File: src/sv/crc16_packet_frame_checker_top_macros.svh
// Assertion macros used by the frame checker RTL.
`ifndef CRC16_PACKET_FRAME_CHECKER_TOP_MACROS_SVH
`define CRC16_PACKET_FRAME_CHECKER_TOP_MACROS_SVH

// Check a property on every clock edge outside of reset.
`define CPF_ASSERT(lbl, prop, msg) \
  lbl: assert property (@(posedge clk) disable iff (!rst_n) (prop)) else $error(msg);

// Check that a condition on one edge implies another on the next edge.
`define CPF_ASSERT_NEXT(lbl, pre, post, msg) \
  `CPF_ASSERT(lbl, (pre) |=> (post), msg)

`endif

File: src/sv/crc16pf_pkg.sv
// Shared types, constants and the CRC byte update of the frame checker.
package crc16pf_pkg;

  localparam logic [10:0] MAX_FRAME_BYTES = 11'd256;
  localparam logic [9:0]  POS_LIMIT       = 10'd1023;
  localparam logic [15:0] CRC_POLY        = 16'h8408;
  localparam logic [15:0] CRC_INIT        = 16'hFFFF;
  localparam logic [10:0] MIN_FRAME_BYTES = 11'd4;

  localparam int QDEPTH  = 4;
  localparam int QAW     = $clog2(QDEPTH);
  localparam int QCNT_W  = QAW + 1;

  typedef enum logic [2:0] {
    STS_OK        = 3'd0,
    STS_TOO_SHORT = 3'd1,
    STS_LEN_ERR   = 3'd2,
    STS_CRC_ERR   = 3'd3,
    STS_TOO_LONG  = 3'd4
  } frame_status_t;

  typedef enum logic {
    KIND_PAYLOAD = 1'b0,
    KIND_STATUS  = 1'b1
  } item_kind_t;

  // One classified byte on its way from the front end to the back end.
  typedef struct packed {
    logic [7:0]    data;
    logic          covered;
    logic          last;
    logic          emit;
    frame_status_t pre_status;   // STS_OK here means the CRC decides
    logic [7:0]    cmd;
    logic [7:0]    len;
  } op_t;

  function automatic logic [15:0] crc_byte(input logic [15:0] rem_in, input logic [7:0] b);
    logic [15:0] rem;
    rem = rem_in ^ {8'h00, b};
    for (int k = 0; k < 8; k++) begin
      if (rem[0]) begin
        rem = (rem >> 1) ^ CRC_POLY;
      end else begin
        rem = rem >> 1;
      end
    end
    return rem;
  endfunction

endpackage

File: src/sv/crc16pf_front.sv
// Front end: tracks frame position, captures header bytes, classifies each byte.
module crc16pf_front (
  input  logic               clk,
  input  logic               rst_n,
  input  logic               in_push,
  input  logic [7:0]         in_frame_byte,
  input  logic               in_frame_end,
  input  logic               q_full,
  output logic               q_push,
  output crc16pf_pkg::op_t   q_op
);
  import crc16pf_pkg::*;

  logic [9:0] pos_r, pos_nxt;
  logic [7:0] cmd_r, cmd_nxt;
  logic [7:0] len_r, len_nxt;

  logic [7:0]  eff_cmd;
  logic [7:0]  eff_len;
  logic [10:0] pos_ext;
  logic [10:0] total;
  logic [10:0] body_end;
  logic        in_body;
  frame_status_t pre_sts;

  assign q_push = in_push && !q_full;

  always_comb begin
    eff_cmd  = (pos_r == 10'd0) ? in_frame_byte : cmd_r;
    eff_len  = (pos_r == 10'd1) ? in_frame_byte : len_r;
    pos_ext  = {1'b0, pos_r};
    total    = pos_ext + 11'd1;
    body_end = 11'd2 + {3'b000, eff_len};
    in_body  = (pos_ext >= 11'd2) && (pos_ext < body_end);

    if (total > MAX_FRAME_BYTES) begin
      pre_sts = STS_TOO_LONG;
    end else if (total < MIN_FRAME_BYTES) begin
      pre_sts = STS_TOO_SHORT;
    end else if (total != (body_end + 11'd2)) begin
      pre_sts = STS_LEN_ERR;
    end else begin
      pre_sts = STS_OK;
    end

    q_op.data       = in_frame_byte;
    q_op.covered    = (pos_ext < 11'd2) || in_body;
    q_op.last       = in_frame_end;
    q_op.emit       = !in_frame_end && in_body && (pos_ext < MAX_FRAME_BYTES);
    q_op.pre_status = pre_sts;
    q_op.cmd        = eff_cmd;
    q_op.len        = eff_len;
  end

  always_comb begin
    pos_nxt = pos_r;
    cmd_nxt = cmd_r;
    len_nxt = len_r;
    if (q_push) begin
      if (in_frame_end) begin
        // rearm for the next frame
        pos_nxt = '0;
        cmd_nxt = '0;
        len_nxt = '0;
      end else begin
        pos_nxt = (pos_r < POS_LIMIT) ? pos_r + 10'd1 : POS_LIMIT;
        cmd_nxt = eff_cmd;
        len_nxt = eff_len;
      end
    end
  end

  always_ff @(posedge clk) begin
    if (!rst_n) begin
      pos_r <= '0;
      cmd_r <= '0;
      len_r <= '0;
    end else begin
      pos_r <= pos_nxt;
      cmd_r <= cmd_nxt;
      len_r <= len_nxt;
    end
  end

endmodule

File: src/sv/crc16pf_fifo.sv
// Short queue of classified bytes between the front and back ends.
module crc16pf_fifo (
  input  logic             clk,
  input  logic             rst_n,
  input  logic             push,
  input  crc16pf_pkg::op_t wr_data,
  input  logic             pop,
  output crc16pf_pkg::op_t rd_data,
  output logic             full,
  output logic             empty
);
  import crc16pf_pkg::*;

  op_t               mem_r [QDEPTH];
  logic [QAW-1:0]    wr_ptr_r, wr_ptr_nxt;
  logic [QAW-1:0]    rd_ptr_r, rd_ptr_nxt;
  logic [QCNT_W-1:0] count_r, count_nxt;
  logic              push_ok;
  logic              pop_ok;

  assign full    = (count_r == QCNT_W'(QDEPTH));
  assign empty   = (count_r == '0);
  assign push_ok = push && !full;
  assign pop_ok  = pop && !empty;
  assign rd_data = mem_r[rd_ptr_r];

  always_comb begin
    wr_ptr_nxt = push_ok ? wr_ptr_r + 1'b1 : wr_ptr_r;
    rd_ptr_nxt = pop_ok  ? rd_ptr_r + 1'b1 : rd_ptr_r;
    count_nxt  = count_r;
    if (push_ok && !pop_ok) begin
      count_nxt = count_r + 1'b1;
    end else if (pop_ok && !push_ok) begin
      count_nxt = count_r - 1'b1;
    end
  end

  always_ff @(posedge clk) begin
    if (push_ok) begin
      mem_r[wr_ptr_r] <= wr_data;
    end
  end

  always_ff @(posedge clk) begin
    if (!rst_n) begin
      wr_ptr_r <= '0;
      rd_ptr_r <= '0;
      count_r  <= '0;
    end else begin
      wr_ptr_r <= wr_ptr_nxt;
      rd_ptr_r <= rd_ptr_nxt;
      count_r  <= count_nxt;
    end
  end

`include "crc16_packet_frame_checker_top_macros.svh"

  `CPF_ASSERT(a_count_bound, count_r <= QCNT_W'(QDEPTH), "queue fill exceeds depth")
  `CPF_ASSERT_NEXT(a_fill_up, push_ok && !pop_ok, count_r == $past(count_r) + 1'b1, "fill did not grow")
  `CPF_ASSERT_NEXT(a_drain, pop_ok && !push_ok, count_r == $past(count_r) - 1'b1, "fill did not shrink")

endmodule

File: src/sv/crc16pf_back.sv
// Back end: runs the CRC, checks it on the last byte and holds the result register.
module crc16pf_back (
  input  logic             clk,
  input  logic             rst_n,
  input  crc16pf_pkg::op_t q_op,
  input  logic             q_empty,
  output logic             q_pop,
  input  logic             out_pop,
  output logic             out_empty,
  output logic             out_item_kind,
  output logic [7:0]       out_payload_byte,
  output logic [7:0]       out_command_code,
  output logic [7:0]       out_payload_length,
  output logic [2:0]       out_frame_status
);
  import crc16pf_pkg::*;

  logic [15:0]   crc_r, crc_nxt;
  logic [15:0]   rx_r, rx_nxt;
  logic          valid_r, valid_nxt;
  item_kind_t    kind_r, kind_nxt;
  logic [7:0]    byte_r, byte_nxt;
  logic [7:0]    cmd_r, cmd_nxt;
  logic [7:0]    len_r, len_nxt;
  frame_status_t sts_r, sts_nxt;

  logic [15:0] crc_upd;
  logic [15:0] rx_upd;
  logic        slot_free;

  assign slot_free = !valid_r || out_pop;
  assign q_pop     = !q_empty && slot_free;

  always_comb begin
    crc_upd = q_op.covered ? crc_byte(crc_r, q_op.data) : crc_r;
    rx_upd  = {rx_r[7:0], q_op.data};
  end

  always_comb begin
    crc_nxt   = crc_r;
    rx_nxt    = rx_r;
    valid_nxt = valid_r && !out_pop;
    kind_nxt  = kind_r;
    byte_nxt  = byte_r;
    cmd_nxt   = cmd_r;
    len_nxt   = len_r;
    sts_nxt   = sts_r;
    if (q_pop) begin
      if (q_op.last) begin
        crc_nxt   = CRC_INIT;
        rx_nxt    = '0;
        valid_nxt = 1'b1;
        kind_nxt  = KIND_STATUS;
        byte_nxt  = '0;
        cmd_nxt   = q_op.cmd;
        len_nxt   = q_op.len;
        if (q_op.pre_status != STS_OK) begin
          sts_nxt = q_op.pre_status;
        end else if (crc_upd != rx_upd) begin
          sts_nxt = STS_CRC_ERR;
        end else begin
          sts_nxt = STS_OK;
        end
      end else begin
        crc_nxt = crc_upd;
        rx_nxt  = rx_upd;
        if (q_op.emit) begin
          valid_nxt = 1'b1;
          kind_nxt  = KIND_PAYLOAD;
          byte_nxt  = q_op.data;
          cmd_nxt   = '0;
          len_nxt   = '0;
          sts_nxt   = STS_OK;
        end
      end
    end
  end

  always_ff @(posedge clk) begin
    if (!rst_n) begin
      crc_r   <= CRC_INIT;
      rx_r    <= '0;
      valid_r <= 1'b0;
    end else begin
      crc_r   <= crc_nxt;
      rx_r    <= rx_nxt;
      valid_r <= valid_nxt;
    end
  end

  always_ff @(posedge clk) begin
    kind_r <= kind_nxt;
    byte_r <= byte_nxt;
    cmd_r  <= cmd_nxt;
    len_r  <= len_nxt;
    sts_r  <= sts_nxt;
  end

  assign out_empty          = !valid_r;
  assign out_item_kind      = kind_r;
  assign out_payload_byte   = byte_r;
  assign out_command_code   = cmd_r;
  assign out_payload_length = len_r;
  assign out_frame_status   = sts_r;

endmodule

File: src/sv/crc16_packet_frame_checker_top.sv
// Top level of the CRC-16 length-prefixed frame checker.
//
// Usage: push frame bytes on in_frame_byte with in_frame_end high on the last
// byte of each frame; a byte is taken when in_push is high and in_full is low.
// A frame is command, length, payload, then the CRC-16 high byte first.
// Results come out as a queue: while out_empty is low the oldest result sits
// on the out_ ports, and out_pop takes it. Payload bytes come out as kind 0
// items; the last byte of a frame yields one kind 1 status item with the
// command, the declared length and the frame status.
// Throughput: one byte per cycle unless the receiver stalls, set by the
// eight-bit CRC update in the back end. A byte that yields a result is written
// into the queue and then into the result register.
// Bytes that cause no result still pass through the queue.
// When the receiver stalls, the result register holds and a four-entry queue
// absorbs bytes; in_full rises once it fills and drops when it drains.
// Reset (rst_n low, synchronous) empties the queue and result register and
// rearms the frame state: position zero, CRC at 0xFFFF.
module crc16_packet_frame_checker_top (
  input  logic       clk,
  input  logic       rst_n,
  input  logic       in_push,
  output logic       in_full,
  input  logic [7:0] in_frame_byte,
  input  logic       in_frame_end,
  output logic       out_empty,
  input  logic       out_pop,
  output logic       out_item_kind,
  output logic [7:0] out_payload_byte,
  output logic [7:0] out_command_code,
  output logic [7:0] out_payload_length,
  output logic [2:0] out_frame_status
);
  import crc16pf_pkg::*;

  // classified transaction into and out of the queue
  op_t  fe_op;
  op_t  be_op;
  logic fe_push;
  logic q_full;
  logic q_empty;
  logic be_pop;

  // Classify each byte against frame position and header.
  crc16pf_front u_front (
    .clk           (clk),
    .rst_n         (rst_n),
    .in_push       (in_push),
    .in_frame_byte (in_frame_byte),
    .in_frame_end  (in_frame_end),
    .q_full        (q_full),
    .q_push        (fe_push),
    .q_op          (fe_op)
  );

  // Decouple the input side from result stalls.
  crc16pf_fifo u_fifo (
    .clk     (clk),
    .rst_n   (rst_n),
    .push    (fe_push),
    .wr_data (fe_op),
    .pop     (be_pop),
    .rd_data (be_op),
    .full    (q_full),
    .empty   (q_empty)
  );

  // Run the CRC and drive the result register.
  crc16pf_back u_back (
    .clk                (clk),
    .rst_n              (rst_n),
    .q_op               (be_op),
    .q_empty            (q_empty),
    .q_pop              (be_pop),
    .out_pop            (out_pop),
    .out_empty          (out_empty),
    .out_item_kind      (out_item_kind),
    .out_payload_byte   (out_payload_byte),
    .out_command_code   (out_command_code),
    .out_payload_length (out_payload_length),
    .out_frame_status   (out_frame_status)
  );

  // Hold off the sender while the queue is full.
  assign in_full = q_full;

endmodule
File: config.mk
export PLATFORM = sky130hd
export DESIGN_NAME = crc16_packet_frame_checker_top
export DESIGN_NICKNAME = d
export VERILOG_FILES = /design/src/sv/crc16pf_pkg.sv /design/src/sv/crc16pf_front.sv /design/src/sv/crc16pf_fifo.sv /design/src/sv/crc16pf_back.sv /design/src/sv/crc16_packet_frame_checker_top.sv
export VERILOG_INCLUDE_DIRS = /design/src /design/src/sv
export SDC_FILE = /design/constraint.sdc
export NUM_CORES = 1
export LEC_CHECK = 0
export ABC_AREA = 0
export BUFFER_PORTS_ARGS = -buffer_cell sky130_fd_sc_hd__buf_2
export CORE_ASPECT_RATIO = 1.2
export CORE_UTILIZATION = 59
export DETAILED_ROUTE_END_ITERATION = 6
export GPL_TIMING_DRIVEN = 0
export MAX_ROUTING_LAYER = met4
export PLACE_DENSITY = 0.77
export SYNTH_ARGS = -nofsm -noshare
export SYNTH_HDL_FRONTEND = slang
export SYNTH_HIERARCHICAL = 1
export SYNTH_SLANG_ARGS = --single-unit
File: constraint.sdc
create_clock -name clk -period 5.9 [get_ports clk]
set_input_delay 1.18 -clock clk [delete_from_list [all_inputs] [get_ports clk]]
set_output_delay 1.18 -clock clk [all_outputs]
set_load 0.02 [all_outputs]
==> results.cfg <==
[sta]
fmax_mhz = 209
slew-limit-headroom = 0.403
drv_slew = 0
rsz0062_at_grt = false
finalHoldViolations = 0
timing.final.crit_share = 0.812
fin_crit_ps = 4790
fin_setup_tns_ps = 0
setup_violations = 0
skew_ps = 17.2
worst_pin_slew_ps = 893

[finish]
fin_util = 0.675
final-instance-count-excl-fill = 1026
antennaDiodeCount = 0
layout_common_cells = edfxtp_1 (148), dfxtp_1 (60), nand2_1 (52)
final_cell_area_um2 = 10900
drive_above_1_share = 0.205
synthToLayoutAreaGrowth_pct = 11.8
finalNetCount = 832
layout_commonest_cell = edfxtp_1

[yosys]
yosys_warnings = 6
synth_top_area_share = 0.454
synth_edf_count = 148
synth_mux_area_frac = 0.103
synth_cells = 734
synthXorXnorAreaFrac = 0.0715
synth_top_family_by_area = simple AND/OR/NAND/NOR gates
synth_largest_area_cell = edfxtp_1
synth_nets = 767
synthSimpleGateAreaFrac = 0.111
synth_compound_area_frac = 0.0774
synth-async-reset-ratio = 0
syn_avg_cell_area_um2 = 13.3
yosysSeqAreaShare = 0.577
ys_ff_latch = 208
synthAdderAreaFrac = 0.0263
yosys_most_used_dff = edfxtp_1
synth_cell_types = 63
synthesis.area_um2 = 9780
ys_top_cells_by_area = edfxtp_1 (45%), dfxtp_1 (12%), mux4_2 (6.9%), xnor2_1 (3.9%), ha_1 (2.4%)

[clock_tree]
insertion_delay_ps = 500
cts_buffers = 21
clockBufferDepth = 3
cts_num_sinks = 208
postCtsHoldBufs = 0
clkTransAtPathRegs_ps = 60
cts_tree = yes
cts-root-buf = clkbuf_16
cts_setup_buffers = 0
htreeDepth = 1
post_cts_resized = 0

[critical_path]
crit_required_ps = 6130
crit_buf_inv = 4
critPathTopFamily = compound AO/OA/AOI/OAI gates
crit_chain = buf_6 -> nor4_4 -> nand3_4 -> buf_2 -> mux2i_1 -> inv_1 -> ha_1 -> nand2b_1 -> a32oi_1 -> nand2b_1 -> inv_1 -> ha_1 -> o21a_1 -> o21a_1 -> o21a_1 -> o21a_1 -> o21a_1 -> o21a_1 -> o31ai_1
reg2reg_setup_slack_ps = 1110
crit_path_max_fanout = 10
worstSetupEndpointType = flip-flop
start_kind = flip-flop
critical_path_class = reg -> reg
cpMostUsedCell = o21a_1
cp_slowest_cell = nor4_4
worst_path_largest_cell_delay_ps = 500
cp.arrival_ps = 5030

[global_routing]
grt_max_degree = 31
antenna_found_initial = 0
grt_use_total = 0.268
grt_overflow = 0
grt_pass1_wl_um = 33700
grt_pass1_vias = 6197

[power]
switching_power_mw = 1.87
p_sw_frac = 0.351
clkPwrFrac = 0.245
seq_power_share = 0.391
finalPower_mw = 5.31
ir_worst_vdd_v = 0.000234
combPwrFrac = 0.365
power_density_nw_per_um2 = 486
p_leak_nw = 3.87
intPower_mw = 3.45

[floorplan]
rows = 51
fp.coreArea_um2 = 16200
die_h_um = 143
die_area_um2 = 17100
start_util = 0.604
ioPinCount = 43
die_w_um = 120

[placed_design]
finalWeightedCongestion = 0.914
io_buffers = 42
hpwl_um = 15000
place_inst = 988
place_area_um2 = 10300

[route]
drt_iter0_markers = 545
drt-total-wl_um = 21800
wire_per_inst_um = 21.3
routed_via_density = 6.01
drt.antenna.violating_nets = 0
drt_pass1_iterations = 7
dr_total_vias = 6164
drcViolationCount = 0

[worst_hold_path]
hp-class = reg -> reg

[flow_run]
cap_violations = 0

[outcome]
status = completed
## cell type report
cell class / count / area (um2)
inverters: 23 / 86.3
clock buffers: 24 / 537
repair buffers: 42 / 210
plain buffers: 45 / 243
flip-flops and latches: 208 / 5650
multi-input cells: 458 / 3820
clock inverters: 14 / 131
fillers: 1189 / 5270
well taps: 212 / 265
## worst reg2reg max path, stage by stage (launching register included)
cell and delay (ps):
dfxtp_1 310, buf_6 140, nor4_4 510, nand3_4 240
buf_2 280, mux2i_1 250, inv_1 160, ha_1 330
nand2b_1 180, a32oi_1 140, nand2b_1 190, inv_1 120
ha_1 300, o21a_1 110, o21a_1 160, o21a_1 170
o21a_1 180, o21a_1 180, o21a_1 190, o31ai_1 410
## registers in the layout, indices dropped and copies added, names as in the netlist, named ones only
name	flops
u_front/cmd_r	8
u_back/out_payload_length	8
u_front/pos_r	10
u_fifo/wr_ptr_r	2
u_fifo/rd_ptr_r	2
u_back/out_payload_byte	8
u_back/out_command_code	8
u_back/crc_r	16
u_back/out_item_kind	1
u_back/out_frame_status	3
u_back/rx_r	8
u_front/len_r	8
u_back/valid_r	1
u_fifo/count_r	3
u_fifo/mem_r	120
## path summary, 6_finish.rpt
check	from	endpoint	cells after the start
max	u_front/pos_r[9]	u_fifo/mem_r[3][21]	19
min	u_back/rx_r[4]	u_back/rx_r[4]	2
max reg2reg	u_front/pos_r[9]	u_fifo/mem_r[3][21]	19
min reg2reg	u_back/rx_r[4]	u_back/rx_r[4]	2
## metal layers
layer	global-route usage	wire length (um)	vias to the layer above
met5	-	0	-
met4	0.0829	484	0
met3	0.0323	1060	44
met2	0.471	11400	180
met1	0.323	8870	3110
li1	-	-	2830
## metrics by stage
stage | hold WS (ps) | setup slack [ps]
2_1_floorplan | 461 | 1900
3_3_place_gp | 477 | 1260
3_5_place_dp | 498 | 1150
4_1_cts | 509 | 1100
5_1_grt | 531 | 767
6_report | 508 | 1110
## cells in the mapped netlist, types with 3 or more instances
master,number
a211oi_1,3
a21boi_1,9
a21oi_1,12
a22oi_1,17
a31oi_1,8
and2_1,26
and3_1,9
buf_2,5
buf_4,14
clkbuf_1,23
dfxtp_1,60
edfxtp_1,148
ha_1,19
inv_1,20
mux2_2,13
mux2i_1,13
mux2i_2,4
mux4_2,30
nand2_1,52
nand2b_1,7
nand3_1,21
nand4_1,4
nor2_1,21
nor2b_1,33
nor3_1,6
nor4_1,4
o21a_1,11
o21ai_0,8
o21ai_1,7
o22ai_1,13
o31ai_1,3
xnor2_1,43
xnor2_2,6
xor2_1,22
## cell families after synthesis
kind of cell | after synthesis
AOI/OAI and AO/OA | 106
buffers and inverters | 68
xor gates and xnor gates | 73
and+or+nand+nor | 199
muxes | 60
DFF | 208
adders and majority gates | 20
## power by group through the flow
stage,combinational (mW),clock (mW),sequential (mW)
6_report,1.94,1.30,2.08
5_1_grt,2.10,1.37,2.10
4_1_cts,1.94,1.32,2.08
3_5_place_dp,1.92,0,2.10
3_3_place_gp,1.87,0,2.09
2_1_floorplan,1.33,0,2.21
Power figures use the tool's default switching activity.
